## src/assert_macros.svh

```systemverilog
// Assertion macros shared by the RTL.
// No dependencies.
`ifndef ASSERT_MACROS_SVH
`define ASSERT_MACROS_SVH
// Implication checked on every clock edge outside reset.
`define RKB_ASSERT(label, clk, rst_n, prop, msg) \
	label: assert property (@(posedge clk) disable iff (!rst_n) prop) else $error(msg);
// Same, active also during reset.
`define RKB_ASSERT_ALWAYS(label, clk, prop, msg) \
	label: assert property (@(posedge clk) prop) else $error(msg);
`endif

```

## src/rkbc_pkg.sv

```systemverilog
`timescale 1ns / 1ps
// Package for the range keyed block cache: widths, codes and command types.
// No dependencies.
package rkbc_pkg;
	localparam int ENTRY_COUNT_DEF = 32;
	localparam int BLOCKS_PER_ENTRY_DEF = 4;
	localparam int KEY_W = 40;
	localparam int AGE_W = 48;
	localparam int USERS_W = 8;
	localparam int CMD_W = 2;
	localparam int STATUS_W = 3;
	localparam int ID_W = 5;
	localparam int SUB_W = 2;

	localparam logic [CMD_W-1:0] CMD_GET = 2'd0;
	localparam logic [CMD_W-1:0] CMD_RELEASE = 2'd1;
	localparam logic [CMD_W-1:0] CMD_PIN = 2'd2;

	localparam logic [STATUS_W-1:0] ST_HIT = 3'd0;
	localparam logic [STATUS_W-1:0] ST_ALLOC = 3'd1;
	localparam logic [STATUS_W-1:0] ST_FULL = 3'd2;
	localparam logic [STATUS_W-1:0] ST_COUNT = 3'd3;
	localparam logic [STATUS_W-1:0] ST_UNDER = 3'd4;

	// datapath operation selected by the controller
	typedef enum logic [3:0] {
		OP_NONE,
		OP_LATCH,
		OP_HSCAN,
		OP_VSCAN,
		OP_REMOVE,
		OP_FIND,
		OP_INSERT,
		OP_FINISH,
		OP_CMDCOUNT
	} dp_op_t;

	typedef struct packed {
		dp_op_t op;
	} dp_cmd_t;

	typedef struct packed {
		logic scan_last;
		logic hit_found;
		logic victim_found;
		logic shift_done;
		logic find_done;
	} dp_stat_t;
endpackage

```

## src/rkbc_ctrl.sv

```systemverilog
`timescale 1ns / 1ps
// Controller state machine for the block cache.
// Depends on rkbc_pkg.
module rkbc_ctrl import rkbc_pkg::*; (
	input logic clk,
	input logic arst_n,
	input logic in_valid,
	output logic in_ready,
	input logic [CMD_W-1:0] in_command,
	output logic out_valid,
	input logic out_ready,
	output dp_cmd_t cmd,
	input dp_stat_t stat
);
	localparam logic [2:0] S_IDLE = 3'd0;
	localparam logic [2:0] S_HSCAN = 3'd1;
	localparam logic [2:0] S_VSCAN = 3'd2;
	localparam logic [2:0] S_REMOVE = 3'd3;
	localparam logic [2:0] S_FIND = 3'd4;
	localparam logic [2:0] S_INSERT = 3'd5;
	localparam logic [2:0] S_FINISH = 3'd6;
	localparam logic [2:0] S_OUT = 3'd7;

	logic [2:0] state_q, state_d;
	logic out_valid_q;

	assign in_ready = (state_q == S_IDLE) && (!out_valid_q || out_ready);
	assign out_valid = out_valid_q;

	always_comb begin
		state_d = state_q;
		cmd.op = OP_NONE;
		case (state_q)
			S_IDLE: begin
				if (in_valid && in_ready) begin
					cmd.op = OP_LATCH;
					state_d = (in_command == CMD_GET) ? S_HSCAN : S_OUT;
				end
			end
			S_HSCAN: begin
				cmd.op = OP_HSCAN;
				if (stat.hit_found || stat.scan_last)
					state_d = stat.hit_found ? S_FINISH : S_VSCAN;
			end
			S_VSCAN: begin
				cmd.op = OP_VSCAN;
				if (stat.scan_last)
					state_d = S_REMOVE;
			end
			S_REMOVE: begin
				cmd.op = OP_REMOVE;
				if (!stat.victim_found)
					state_d = S_FINISH;
				else if (stat.shift_done)
					state_d = S_FIND;
			end
			S_FIND: begin
				cmd.op = OP_FIND;
				if (stat.find_done)
					state_d = S_INSERT;
			end
			S_INSERT: begin
				cmd.op = OP_INSERT;
				if (stat.shift_done)
					state_d = S_FINISH;
			end
			S_FINISH: begin
				cmd.op = OP_FINISH;
				state_d = S_IDLE;
			end
			S_OUT: begin
				cmd.op = OP_CMDCOUNT;
				state_d = S_IDLE;
			end
			default: state_d = S_IDLE;
		endcase
	end

	always_ff @(posedge clk or negedge arst_n) begin
		if (!arst_n) begin
			state_q <= S_IDLE;
			out_valid_q <= 1'b0;
		end else begin
			state_q <= state_d;
			if (cmd.op == OP_FINISH || cmd.op == OP_CMDCOUNT)
				out_valid_q <= 1'b1;
			else if (out_ready)
				out_valid_q <= 1'b0;
		end
	end
endmodule

```

## config.mk

```make
export PLATFORM = sky130hd
export DESIGN_NAME = rkbc_ctrl
export DESIGN_NICKNAME = d
export VERILOG_FILES = /design/src/assert_macros.svh /design/src/rkbc_pkg.sv /design/src/rkbc_ctrl.sv
export SDC_FILE = /design/constraint.sdc
export NUM_CORES = 1
export LEC_CHECK = 0
export BUFFER_PORTS_ARGS = -buffer_cell sky130_fd_sc_hd__buf_2
export CORE_AREA = 2 2 39 41
export CTS_CLUSTER_SIZE = 24
export DETAILED_ROUTE_END_ITERATION = 6
export DIE_AREA = 0 0 41 43
export HOLD_SLACK_MARGIN = 0.08
export PLACE_DENSITY = 0.5
export SLEW_MARGIN = 20
export SYNTH_ARGS = -nofsm -noshare
export SYNTH_HDL_FRONTEND = slang
export SYNTH_SLANG_ARGS = --single-unit
```

## constraint.sdc

```tcl
create_clock -name clk -period 2.5 [get_ports clk]
set_input_delay 0.375 -clock clk [delete_from_list [all_inputs] [get_ports clk]]
set_output_delay 0.375 -clock clk [all_outputs]
set_load 0.005 [all_outputs]
```

==> impl_metrics.json <==
{
  "outcome": "finished, final reports clean",
  "gp_congestion": 0.7048,
  "r2r-start": "state_q[1]$_DFFE_PN0P_",
  "grt_pass1_vias": 299,
  "drt-pass1-iter-count": 4,
  "numPortBuffers": 16,
  "wire_per_inst_um": 11.04,
  "die_x_um": 41,
  "synth-seq-cells": 4,
  "wirelength_um": 762,
  "nNetsFinal": 66,
  "drv_slew": 0,
  "synth_top_area_share_pct": 29.20,
  "synth_area_um2": 342.8,
  "maxCapViolations": 0,
  "grt_max_degree": 14,
  "maxSlewHeadroom_pct": 72.86,
  "drtIter0Drc": 5,
  "leakagePower_uw": 0.0002115,
  "fmax_mhz": 605.7,
  "antenna_cells": 0,
  "synth_area_leaders": "dfrtp_1 29%, o311ai_4 7.7%, mux2i_1 5.8%, nand2_1 4.4%, o211ai_1 4.4%",
  "numCtsBuffers": 3,
  "initial_utilization_pct": 24.77,
  "synthCells": 36,
  "clockBufferDepth": 2,
  "gr-usage-all-layers_pct": 11.36,
  "vdd.ir_drop.worst_uv": 494.9,
  "ioPinCount": 17,
  "hold_viol_final": 0,
  "timing.rr.end": "state_q[0]$_DFFE_PN0P_",
  "area.growth.synth_to_final_pct": 32.48,
  "endpoint_kind": "flop",
  "cp.arrival_ns": 1.81,
  "rrSetupSlack_ns": 0.85,
  "clock_skew_ns": 0.002244,
  "vias": 342,
  "min_period_ns": 1.651,
  "start_kind": "flop",
  "rows": 14,
  "clk_pin_slew_ns": 0.04,
  "synth_seq_area_share_pct": 29.20,
  "cts.htree.levels": 1,
  "die_h_um": 43,
  "cts_resized": 0,
  "dieArea_um2": 1763,
  "n_fill_cell": 152,
  "r2r_cells": 4,
  "rsz0062_at_grt": "false",
  "setup_viol": 0,
  "hold_path.class": "input port to async pin",
  "yosys.area.top_type": "dfrtp_1",
  "power_density_nw_per_um2": 1211,
  "postRouteAntennaNets": 0,
  "syn_nets": 47,
  "crit_fanout": 13,
  "clock_latency_ns": 0.23,
  "viasPerCell": 4.957,
  "critPathRequiredTime_ns": 2.66,
  "syn_avg_cell_area_um2": 9.523,
  "dp_hpwl_um": 581.7,
  "criticalPathCategory": "flop to flop",
  "layout-drive-gt1-share_pct": 43.40,
  "synth_edf_count": 0,
  "grt_pass1_wl_mm": 1.297,
  "setup_tns_ns": 0,
  "max_slew.worst_pin.slew_ns": 0.4071,
  "cts_setup_buffers": 0,
  "power_uw": 549.9,
  "post-route-drc-count": 0,
  "grt_antenna_before_repair": 0,
  "ys_warn_count": 0,
  "cts_root_buf": "clkbuf_4",
  "crit_start": "state_q[1]$_DFFE_PN0P_",
  "yosys-top-cells-count": "4 x dfrtp_1, 4 x nand2_1",
  "grt_overflow": 0,
  "async_reset_ff_share_pct": 100.0,
  "synth_ff_type": "dfrtp_1",
  "finalCritPeriodShare_pct": 66.04,
  "core_area_um2": 1384,
  "synth.distinct_cells": 24,
  "cts_tree": "built",
  "cts_sinks": 4
}
registers in the layout, summed over array words and instances, names as in the netlist:
name,cells
state_q,3
out_valid,1
timing repair:
item | CTS | global route
hold endpoints to repair | 4 | 0
hold buffers | 1 | 0
setup endpoints to repair | 0 | 0
worst max-delay path: stages (launching register included):
cell and delay (ns):
dfrtp_1 0.58, nand2_1 0.14, or4b_4 0.53, o311ai_4 0.11
mux2i_1 0.21
cells by family (layout without fill, tap and decap cells):
| group | count (synthesis) | in the layout | synth area share (%) |
|---|---|---|---|
| mux | 2 | 2 | 5.840 |
| flops | 4 | 4 | 29.20 |
| xor+xnor | 2 | 2 | 5.110 |
| buf+inv | 4 | 21 | 7.298 |
| simple gates | 12 | 12 | 22.99 |
| compound gates | 12 | 12 | 29.56 |
per-stage QoR:
| stage | hold WS [ns] | area, µm² | setup slack [ns] | utilization, % | std cells |
|---|---|---|---|---|---|
| 2_1_floorplan | 0.07941 | 342.8 | 1.085 | - | 36 |
| 3_3_place_gp | 0.1832 | 421.7 | 0.8473 | 30.47 | 65 |
| 3_5_place_dp | 0.1846 | 421.7 | 0.8678 | 30.47 | 65 |
| 4_1_cts | 0.4676 | 454.2 | 0.8535 | 32.82 | 69 |
| 5_1_grt | 0.4927 | 454.2 | 0.7397 | 32.82 | 69 |
| 6_report | 0.4773 | 454.2 | 0.8491 | 32.82 | 69 |
layout by cell type (no fill, tap or decap), drive strengths merged, types with 2 or more instances in the layout:
cell type	Yosys	routed
o21ai	2	2
dfrtp	4	4
o211ai	2	2
mux2i	2	2
o21a	2	2
clkbuf	0	3
nand2	4	4
a21oi	2	2
buf	3	16
where the power goes:
| group | switching, µW | total, µW | internal, µW |
|---|---|---|---|
| Clock | 25.4 | 79.0 | 53.6 |
| Sequential | 84.3 | 183 | 98.2 |
| Combinational | 124 | 288 | 164 |
| Total | 234 | 550 | 316 |
final cells by class:
type                       instances  area, µm²  area share, %
multi-input combinational         28      217.7          47.93
sequential                         4      100.1          22.04
timing repair buffer              17      90.09          19.83
clock buffer                       3      22.52          4.959
tap                               16      20.02          4.408
inverter                           1      3.754         0.8264
metal layers:
layer	part of all wire, %	GRT usage [%]
met1	46	16.13
met2	44	12.19
met3	9.6	6.283
met4	0	8.000
met5	0	0
how the worst max path moves through the flow:
stage / slack (ns) / endpoint / depth (start not counted)
2_1_floorplan: 1.09 / state_q[0]$_DFFE_PN0P_ / 4
3_3_place_gp: 0.85 / state_q[0]$_DFFE_PN0P_ / 4
3_5_place_dp: 0.87 / state_q[0]$_DFFE_PN0P_ / 4
4_1_cts: 0.85 / state_q[0]$_DFFE_PN0P_ / 4
5_1_grt: 0.74 / state_q[0]$_DFFE_PN0P_ / 4
6_report: 0.85 / state_q[0]$_DFFE_PN0P_ / 4
Power figures use the tool's default switching activity.
